==> src/rtl/periodic_timer_table_unit_macros.svh <==
// ---------------------------------------------------------------------------
// Periodic timer table assertion macros
// Shared concurrent assertion forms, clocked on clk_i and disabled in reset.
// ---------------------------------------------------------------------------
`ifndef PERIODIC_TIMER_TABLE_UNIT_MACROS_SVH
`define PERIODIC_TIMER_TABLE_UNIT_MACROS_SVH

// Consequent must hold in the same cycle as the antecedent.
`define PTT_ASSERT_SAME(label, ante, cons) \
  label: assert property (@(posedge clk_i) disable iff (!rst_ni) (ante) |-> (cons)) \
    else $error("periodic timer table: same-cycle check failed");

// Consequent must hold in the cycle after the antecedent.
`define PTT_ASSERT_NEXT(label, ante, cons) \
  label: assert property (@(posedge clk_i) disable iff (!rst_ni) (ante) |=> (cons)) \
    else $error("periodic timer table: next-cycle check failed");

`endif

==> src/rtl/ptt_pkg.sv <==
// ---------------------------------------------------------------------------
// Periodic timer table package
// Operation and result codes, sequencer states and the table entry layout.
// ---------------------------------------------------------------------------
`default_nettype none

package ptt_pkg;

  typedef enum logic [1:0] {
    OP_ADD    = 2'd0,
    OP_CANCEL = 2'd1,
    OP_TICK   = 2'd2
  } op_e;

  typedef enum logic [1:0] {
    KIND_ADD      = 2'd0,
    KIND_CANCEL   = 2'd1,
    KIND_FIRED    = 2'd2,
    KIND_TICK_END = 2'd3
  } kind_e;

  typedef enum logic [1:0] {
    ST_IDLE = 2'd0,
    ST_ADD  = 2'd1,
    ST_SCAN = 2'd2,
    ST_FIN  = 2'd3
  } state_e;

  typedef struct packed {
    logic [31:0] id;
    logic [31:0] deadline;
    logic [31:0] period;
    logic        active;
    logic        periodic;
  } entry_t;

endpackage

`default_nettype wire

==> src/rtl/periodic_timer_table_unit.sv <==
// ---------------------------------------------------------------------------
// Periodic timer table unit
// Ordered table of one-shot and periodic timers with add, cancel and tick.
// ---------------------------------------------------------------------------
// The block takes one operation at a time. An add takes the transfer in
// idle, then writes the entry and posts the reply once the output register
// is free. A tick or a cancel walks the table, which sits in a memory with
// one read and one write port and a registered read: a small sequencer
// walks it one entry per cycle while no fired result is held by a stall
// on the result channel, reading entry i+1 while it judges entry i. A
// cancel stops at the first matching id. A tick writes each kept entry
// back to the next free slot as it goes, so compaction costs no extra pass.
// in_stall_o is high from the transfer of an item until its last result
// sits in the output register; that result may still wait there while the
// next item is taken. Op code 3 is dropped without a result.
// ---------------------------------------------------------------------------
`default_nettype none

module periodic_timer_table_unit
  import ptt_pkg::*;
#(
  parameter int TABLE_DEPTH = 32
) (
  input  wire logic        clk_i,
  input  wire logic        rst_ni,
  input  wire logic        in_valid_i,
  output logic             in_stall_o,
  input  wire logic [1:0]  op_i,
  input  wire logic [31:0] deadline_i,
  input  wire logic        periodic_i,
  input  wire logic [31:0] period_i,
  input  wire logic [31:0] target_id_i,
  input  wire logic [31:0] now_time_i,
  output logic             out_valid_o,
  input  wire logic        out_stall_i,
  output logic [1:0]       kind_o,
  output logic [31:0]      timer_id_o,
  output logic             success_o,
  output logic             last_o
);

`include "periodic_timer_table_unit_macros.svh"

  // Count width holds the depth itself; address width indexes entries only.
  localparam int CW = $clog2(TABLE_DEPTH + 1);
  localparam int AW = (TABLE_DEPTH > 1) ? $clog2(TABLE_DEPTH) : 1;
  localparam logic [CW-1:0] DEPTH_C = CW'(TABLE_DEPTH);

  // Sequencer and bookkeeping
  state_e        st_q, st_d;
  op_e           op_q;
  logic [31:0]   deadline_q, period_q, target_q, now_q;
  logic          periodic_q;
  logic [CW-1:0] count_q, count_d;
  logic [31:0]   id_q, id_d;
  logic [CW-1:0] scan_idx_q, scan_idx_d;
  logic [CW-1:0] ev_idx_q, ev_idx_d;
  logic          ev_vld_q, ev_vld_d;
  logic [CW-1:0] keep_q, keep_d;
  logic          found_q, found_d;

  // Table memory, one read and one write port
  entry_t        table_mem [TABLE_DEPTH];
  entry_t        rd_data_q;
  logic          rd_en;
  logic          wr_en;
  logic [AW-1:0] wr_addr;
  entry_t        wr_data;

  // Output register
  logic          out_valid_q;
  kind_e         kind_q;
  logic [31:0]   res_id_q;
  logic          res_ok_q, res_last_q;
  logic          push;
  kind_e         push_kind;
  logic [31:0]   push_id;
  logic          push_ok, push_last;

  logic in_accept, out_free, full, scan_end, fire, match, ev_done, issue;

  assign in_stall_o = (st_q != ST_IDLE);
  assign in_accept  = in_valid_i && !in_stall_o;
  assign out_free   = !out_valid_q || !out_stall_i;
  assign full       = (count_q >= DEPTH_C);
  assign scan_end   = !ev_vld_q && ((scan_idx_q == count_q) || found_q);

  // Entry under judgement: fires on a tick, matches on a cancel.
  assign fire  = ev_vld_q && (op_q == OP_TICK) && rd_data_q.active &&
                 (rd_data_q.deadline <= now_q);
  assign match = ev_vld_q && (op_q == OP_CANCEL) && !found_q &&
                 (rd_data_q.id == target_q);
  // Hold the judged entry while a fired result cannot be posted.
  assign ev_done = !fire || out_free;
  assign issue   = (st_q == ST_SCAN) && (!ev_vld_q || ev_done) &&
                   (scan_idx_q < count_q) && !found_q && !match;

  // Next state
  always_comb begin
    st_d = st_q;
    case (st_q)
      ST_IDLE: begin
        if (in_accept) begin
          case (op_i)
            OP_ADD:              st_d = ST_ADD;
            OP_CANCEL, OP_TICK:  st_d = ST_SCAN;
            default:             st_d = ST_IDLE;
          endcase
        end
      end
      ST_ADD:  if (out_free) st_d = ST_IDLE;
      ST_SCAN: if (scan_end) st_d = ST_FIN;
      ST_FIN:  if (out_free) st_d = ST_IDLE;
      default: st_d = ST_IDLE;
    endcase
  end

  // Outputs of the sequencer: memory access, results, bookkeeping
  always_comb begin
    rd_en      = issue;
    wr_en      = 1'b0;
    wr_addr    = keep_q[AW-1:0];
    wr_data    = rd_data_q;
    push       = 1'b0;
    push_kind  = KIND_ADD;
    push_id    = 32'd0;
    push_ok    = 1'b0;
    push_last  = 1'b1;
    count_d    = count_q;
    id_d       = id_q;
    scan_idx_d = scan_idx_q;
    ev_idx_d   = ev_idx_q;
    ev_vld_d   = ev_vld_q;
    keep_d     = keep_q;
    found_d    = found_q;

    case (st_q)
      ST_IDLE: begin
        if (in_accept) begin
          scan_idx_d = '0;
          ev_vld_d   = 1'b0;
          keep_d     = '0;
          found_d    = 1'b0;
        end
      end

      ST_ADD: begin
        if (out_free) begin
          push      = 1'b1;
          push_kind = KIND_ADD;
          if (!full) begin
            // Append at the tail and hand out the next id.
            wr_en            = 1'b1;
            wr_addr          = count_q[AW-1:0];
            wr_data.id       = id_q;
            wr_data.deadline = deadline_q;
            wr_data.period   = period_q;
            wr_data.active   = 1'b1;
            wr_data.periodic = periodic_q;
            push_id          = id_q;
            push_ok          = 1'b1;
            count_d          = CW'(count_q + 1'b1);
            id_d             = id_q + 32'd1;
          end
        end
      end

      ST_SCAN: begin
        if (ev_vld_q && ev_done) begin
          if (op_q == OP_TICK) begin
            if (fire) begin
              push      = 1'b1;
              push_kind = KIND_FIRED;
              push_id   = rd_data_q.id;
              push_ok   = 1'b1;
              push_last = 1'b0;
            end
            // Keep the entry unless it is a fired one-shot; slide it down.
            if (!(fire && !rd_data_q.periodic)) begin
              wr_en   = 1'b1;
              wr_addr = keep_q[AW-1:0];
              if (fire) begin
                wr_data.deadline = rd_data_q.deadline + rd_data_q.period;
              end
              keep_d = CW'(keep_q + 1'b1);
            end
          end else if (match) begin
            wr_en          = 1'b1;
            wr_addr        = ev_idx_q[AW-1:0];
            wr_data.active = 1'b0;
            found_d        = 1'b1;
          end
        end
        if (issue) begin
          ev_vld_d   = 1'b1;
          ev_idx_d   = scan_idx_q;
          scan_idx_d = CW'(scan_idx_q + 1'b1);
        end else if (!ev_vld_q || ev_done) begin
          ev_vld_d = 1'b0;
        end
      end

      ST_FIN: begin
        if (out_free) begin
          push = 1'b1;
          if (op_q == OP_TICK) begin
            push_kind = KIND_TICK_END;
            push_ok   = 1'b1;
            count_d   = keep_q;
          end else begin
            push_kind = KIND_CANCEL;
            push_ok   = found_q;
          end
        end
      end

      default: ;
    endcase
  end

  // Control registers
  always_ff @(posedge clk_i or negedge rst_ni) begin
    if (!rst_ni) begin
      st_q        <= ST_IDLE;
      count_q     <= '0;
      id_q        <= 32'd1;
      scan_idx_q  <= '0;
      ev_idx_q    <= '0;
      ev_vld_q    <= 1'b0;
      keep_q      <= '0;
      found_q     <= 1'b0;
      out_valid_q <= 1'b0;
    end else begin
      st_q       <= st_d;
      count_q    <= count_d;
      id_q       <= id_d;
      scan_idx_q <= scan_idx_d;
      ev_idx_q   <= ev_idx_d;
      ev_vld_q   <= ev_vld_d;
      keep_q     <= keep_d;
      found_q    <= found_d;
      if (push) begin
        out_valid_q <= 1'b1;
      end else if (!out_stall_i) begin
        out_valid_q <= 1'b0;
      end
    end
  end

  // Captured operands and result payload
  always_ff @(posedge clk_i) begin
    if (in_accept) begin
      op_q       <= op_e'(op_i);
      deadline_q <= deadline_i;
      periodic_q <= periodic_i;
      period_q   <= period_i;
      target_q   <= target_id_i;
      now_q      <= now_time_i;
    end
    if (push) begin
      kind_q     <= push_kind;
      res_id_q   <= push_id;
      res_ok_q   <= push_ok;
      res_last_q <= push_last;
    end
  end

  // Table memory
  always_ff @(posedge clk_i) begin
    if (wr_en) begin
      table_mem[wr_addr] <= wr_data;
    end
  end

  always_ff @(posedge clk_i) begin
    if (rd_en) begin
      rd_data_q <= table_mem[scan_idx_q[AW-1:0]];
    end
  end

  assign out_valid_o = out_valid_q;
  assign kind_o      = kind_q;
  assign timer_id_o  = res_id_q;
  assign success_o   = res_ok_q;
  assign last_o      = res_last_q;

  // Table never holds more than its depth.
  `PTT_ASSERT_SAME(a_count_bound, 1'b1, count_q <= DEPTH_C)
  // Compaction writes never overtake the entry being judged.
  `PTT_ASSERT_SAME(a_keep_behind, (st_q == ST_SCAN) && ev_vld_q, keep_q <= ev_idx_q)
  // An accepted add uses exactly one id.
  `PTT_ASSERT_NEXT(a_id_step, (st_q == ST_ADD) && push && !full, id_q == $past(id_q) + 32'd1)
  // The closing result returns the sequencer to idle.
  `PTT_ASSERT_NEXT(a_fin_idle, (st_q == ST_FIN) && push, st_q == ST_IDLE)

endmodule

`default_nettype wire

==> config.mk <==
export PLATFORM = sky130hd
export DESIGN_NAME = periodic_timer_table_unit
export DESIGN_NICKNAME = d
export VERILOG_FILES = /design/src/rtl/ptt_pkg.sv /design/src/rtl/periodic_timer_table_unit.sv
export VERILOG_INCLUDE_DIRS = /design/src /design/src/rtl
export SDC_FILE = /design/constraint.sdc
export NUM_CORES = 2
export LEC_CHECK = 0
export BUFFER_PORTS_ARGS = -buffer_cell sky130_fd_sc_hd__clkbuf_2
export CORE_AREA = 3 3 513 515
export CTS_BUF_LIST = sky130_fd_sc_hd__clkbuf_4 sky130_fd_sc_hd__clkbuf_8
export DETAILED_ROUTE_END_ITERATION = 7
export DIE_AREA = 0 0 516 518
export PLACE_DENSITY = 0.78
export SLEW_MARGIN = 15
export SYNTH_ARGS = -nofsm -noshare
export SYNTH_HDL_FRONTEND = slang
export SYNTH_SLANG_ARGS = --single-unit
==> constraint.sdc <==
create_clock -name clk_i -period 22.4 [get_ports clk_i]
set_clock_uncertainty 0.2 [all_clocks]
set_input_delay 1.12 -clock clk_i [delete_from_list [all_inputs] [get_ports clk_i]]
set_output_delay 1.12 -clock clk_i [all_outputs]
set_load 0.01 [all_outputs]
==> impl_metrics.env <==
export IMPL_status="finished, final reports clean"
export IMPL_pwr_share_comb_pct=25.3
export IMPL_final_setup_tns_ns=0
export IMPL_routed_via_density=6.487
export IMPL_power_density_nw_per_um2=122.3
export IMPL_num_vias=68500
export IMPL_final_area_sq_um=151000
export IMPL_synth_xor_area_share_pct=0.5861
export IMPL_p_leak_nw=48.11
export IMPL_final_hold_viol_count=0
export IMPL_synth_largest_area_cell="edfxtp_1"
export IMPL_swShare_pct=30.28
export IMPL_synth_top_area_share_pct=75.94
export IMPL_core_area_sq_um=259200
export IMPL_grt_pass1_wl_um=496400
export IMPL_avgSynthCellArea_sq_um=21.97
export IMPL_period_share_pct=30.18
export IMPL_min_path_type="input pin to register"
export IMPL_drive_gt1_share_pct=30.99
export IMPL_fin_crit_ns=6.760
export IMPL_ir_drop_uv=101.7
export IMPL_io_pins=173
export IMPL_cts_htree_levels=6
export IMPL_dp_cells=9557
export IMPL_slew_violations=0
export IMPL_yosysSeqAreaShare_pct=77.06
export IMPL_path_cells="nor4bb_1 > nand4_1 > nor4_4 > o21ai_2 > a222oi_1 > nand2b_1 > nand2b_1 > nor2_4 > buf_4 > buf_4"
export IMPL_routabilityCongestion=0.9113
export IMPL_critical_path_class="register to register"
export IMPL_grt_max_degree=156
export IMPL_tightestPinTransition_ns=1.228
export IMPL_slew_headroom_pct=17.92
export IMPL_grtUsageTotal_pct=25.83
export IMPL_synth_edff_count=3401
export IMPL_die_w_um=516
export IMPL_die_y_um=518
export IMPL_firstDrtPassIters=7
export IMPL_yosys_top_cells_count="edfxtp_1, mux4_2, nand2_1, clkbuf_1, nor2_1"
export IMPL_wirelength_um=345600
export IMPL_max_stage_delay_ns=0.92
export IMPL_seqPwrFrac_pct=46.9
export IMPL_worst_ep_required_time_ns=22.84
export IMPL_internal_power_w=0.01287
export IMPL_antenna_found_initial=14
export IMPL_crit_family="simple AND/OR/NAND/NOR gates"
export IMPL_drtAntennaViolNets=0
export IMPL_layout_nets=6972
export IMPL_synth_area_leaders="edfxtp_1, mux4_2, nand2_1, dfrtp_1, ha_1"
export IMPL_hpwl_um=192300
export IMPL_io_buffer_count=172
export IMPL_syn2layout_area_growth_pct=12.27
export IMPL_post_drt_wl_per_cell_um=32.73
export IMPL_overflow=0
export IMPL_synth_cell_types=72
export IMPL_post_synth_instance_area_sq_um=134500
export IMPL_synth_fp_nets=6338
export IMPL_ctsLongestPathBuffers=4
export IMPL_post_cts_setup_buffers=0
export IMPL_fin_cells=10560
export IMPL_synthMuxAreaShare_pct=16.51
export IMPL_final_util_pct=58.24
export IMPL_p_switching_w=0.005590
export IMPL_start_util_pct=51.88
export IMPL_synth_simple_gate_area_share_pct=2.731
export IMPL_ys_warn_count=0
export IMPL_drt_iter0_markers=10370
export IMPL_clk_latency_ns=1.07
export IMPL_pwr_share_clk_pct=27.8
export IMPL_synth_top_family_by_area="multiplexers"
export IMPL_async_reset_ff_share_pct=1.734
export IMPL_worst_path_buf_inv=2
export IMPL_cts_tree="yes"
export IMPL_cp_start_kind="register"
export IMPL_fp_row_count=187
export IMPL_root_buffer="clkbuf_8"
export IMPL_dieArea_sq_um=267300
export IMPL_rsz0062_at_grt="no"
export IMPL_cts_sinks=3461
export IMPL_path_max_fanout=49
export IMPL_ys_ff_latch=3461
export IMPL_synth_flop_cell="edfxtp_1"
export IMPL_finalSetupViolations=0
export IMPL_p_total_w=0.01846
export IMPL_drc_errors=0
export IMPL_yosysMostFrequentCell="edfxtp_1"
export IMPL_drv_cap=0
export IMPL_max_freq_mhz=147.9
export IMPL_arrival_ns=7.20
export IMPL_synth_compound_area_share_pct=1.382
export IMPL_crit_slowest_cell="buf_4"
export IMPL_end_kind="register"
export IMPL_grt_pass1_vias=69120
export IMPL_synthAdderAreaFrac_pct=0.7592
export IMPL_postSynthCellCount=6122
export IMPL_dpl_cell_area_sq_um=140100
export IMPL_clk_pin_slew_ns=0.06
export IMPL_cts_buffers=544
[cell usage in the layout, fill, tap and decap left out, types with 33 or more instances in the layout]
master	netlist	layout
dfrtp_1	59	54
clkinv_2	0	42
nand2_1	598	588
clkbuf_4	0	174
a21oi_1	57	57
clkinv_1	0	112
mux4_2	980	980
nand4_1	33	33
nor2_4	0	34
a21boi_0	34	34
xnor2_1	68	68
clkbuf_8	0	559
nand3_1	41	40
nor2_1	100	66
dlygate4sd3_1	0	55
o21ai_0	70	51
inv_1	56	55
edfxtp_1	3401	3401
buf_4	0	146
ha_1	80	80
clkbuf_2	0	172
[what timing repair did]
item                                    CTS  global route
endpoints found under the setup margin    0             0
gates resized for setup                   0             0
hold endpoints to repair                 55             0
hold buffers                             55             0
[flip-flops by register name, summed over array words and instances, names as in the netlist, 2 cells and up]
| register | flops |
|---|---|
| count_q | 6 |
| deadline_q | 32 |
| ev_idx_q | 5 |
| id_q | 32 |
| keep_q | 6 |
| kind_o | 2 |
| now_q | 32 |
| op_q | 2 |
| period_q | 32 |
| rd_data_q | 98 |
| scan_idx_q | 6 |
| st_q | 2 |
| table_mem | 3136 |
| target_q | 32 |
| timer_id_o | 32 |
[kinds of logic (layout without fill, tap and decap cells)]
| kind of cell | Yosys count | in the layout |
|---|---|---|
| other | 0 | 9 |
| xor gates and xnor gates | 90 | 90 |
| DFF | 3461 | 3461 |
| muxes | 992 | 992 |
| buffers and inverters | 350 | 1376 |
| and+or+nand+nor | 868 | 868 |
| adders and majority gates | 81 | 81 |
| AOI/OAI and AO/OA | 280 | 280 |
[path summary, 6_finish.rpt]
check | cells past startpoint | slack, ns | to | from
max in group asynchronous | 2 | 21.18 | scan_idx_q[0] | rst_ni
min in group asynchronous | 2 | 0.12 | id_q[23] | rst_ni
worst min-delay path | 1 | 0.07 | period_q[9] | period_i[9]
worst max register to register | 10 | 15.64 | table_mem[6][13] | ev_vld_q
worst max-delay path | 10 | 15.64 | table_mem[6][13] | ev_vld_q
worst min register to register | 1 | 0.28 | id_q[31] | id_q[31]
[power groups by stage]
stage / sequential (W) / combinational (W) / clock (W)
6_report: 0.00865 / 0.00468 / 0.00513
5_1_grt: 0.00866 / 0.00497 / 0.00548
4_1_cts: 0.00865 / 0.00464 / 0.00519
3_5_place_dp: 0.00878 / 0.00462 / 0
3_3_place_gp: 0.00877 / 0.00449 / 0
2_1_floorplan: 0.00860 / 0.00317 / 0
[per-stage QoR]
stage | hold WS (ns) | setup slack, ns
global placement | 0.2705 | 15.53
finish | 0.06856 | 15.64
CTS | 0.0002169 | 15.67
global route | 0.009407 | 15.25
detailed placement | 0.2632 | 15.46
floorplan | 0.2453 | 14.65
[routing by layer]
layer / up-vias / global-route usage (%) / wire length (um)
met2: 5268 / 40.01 / 165300
li1: 26850 / - / -
met5: - / 0 / 11
met1: 35690 / 36.21 / 123600
met4: 2 / 10.32 / 14940
met3: 690 / 5.702 / 41800
[area by class of cell]
class                   count  area (sq um)
well taps                3402          4257
diodes                      9         22.52
repair buffers            381          2668
fillers                 17650        108200
inverters                  57         224.0
clock buffers             733          9000
flip-flops and latches   3461        103600
clock inverters           205          1275
multi-input cells        2311         29900
(Power assumes the default switching activity.)
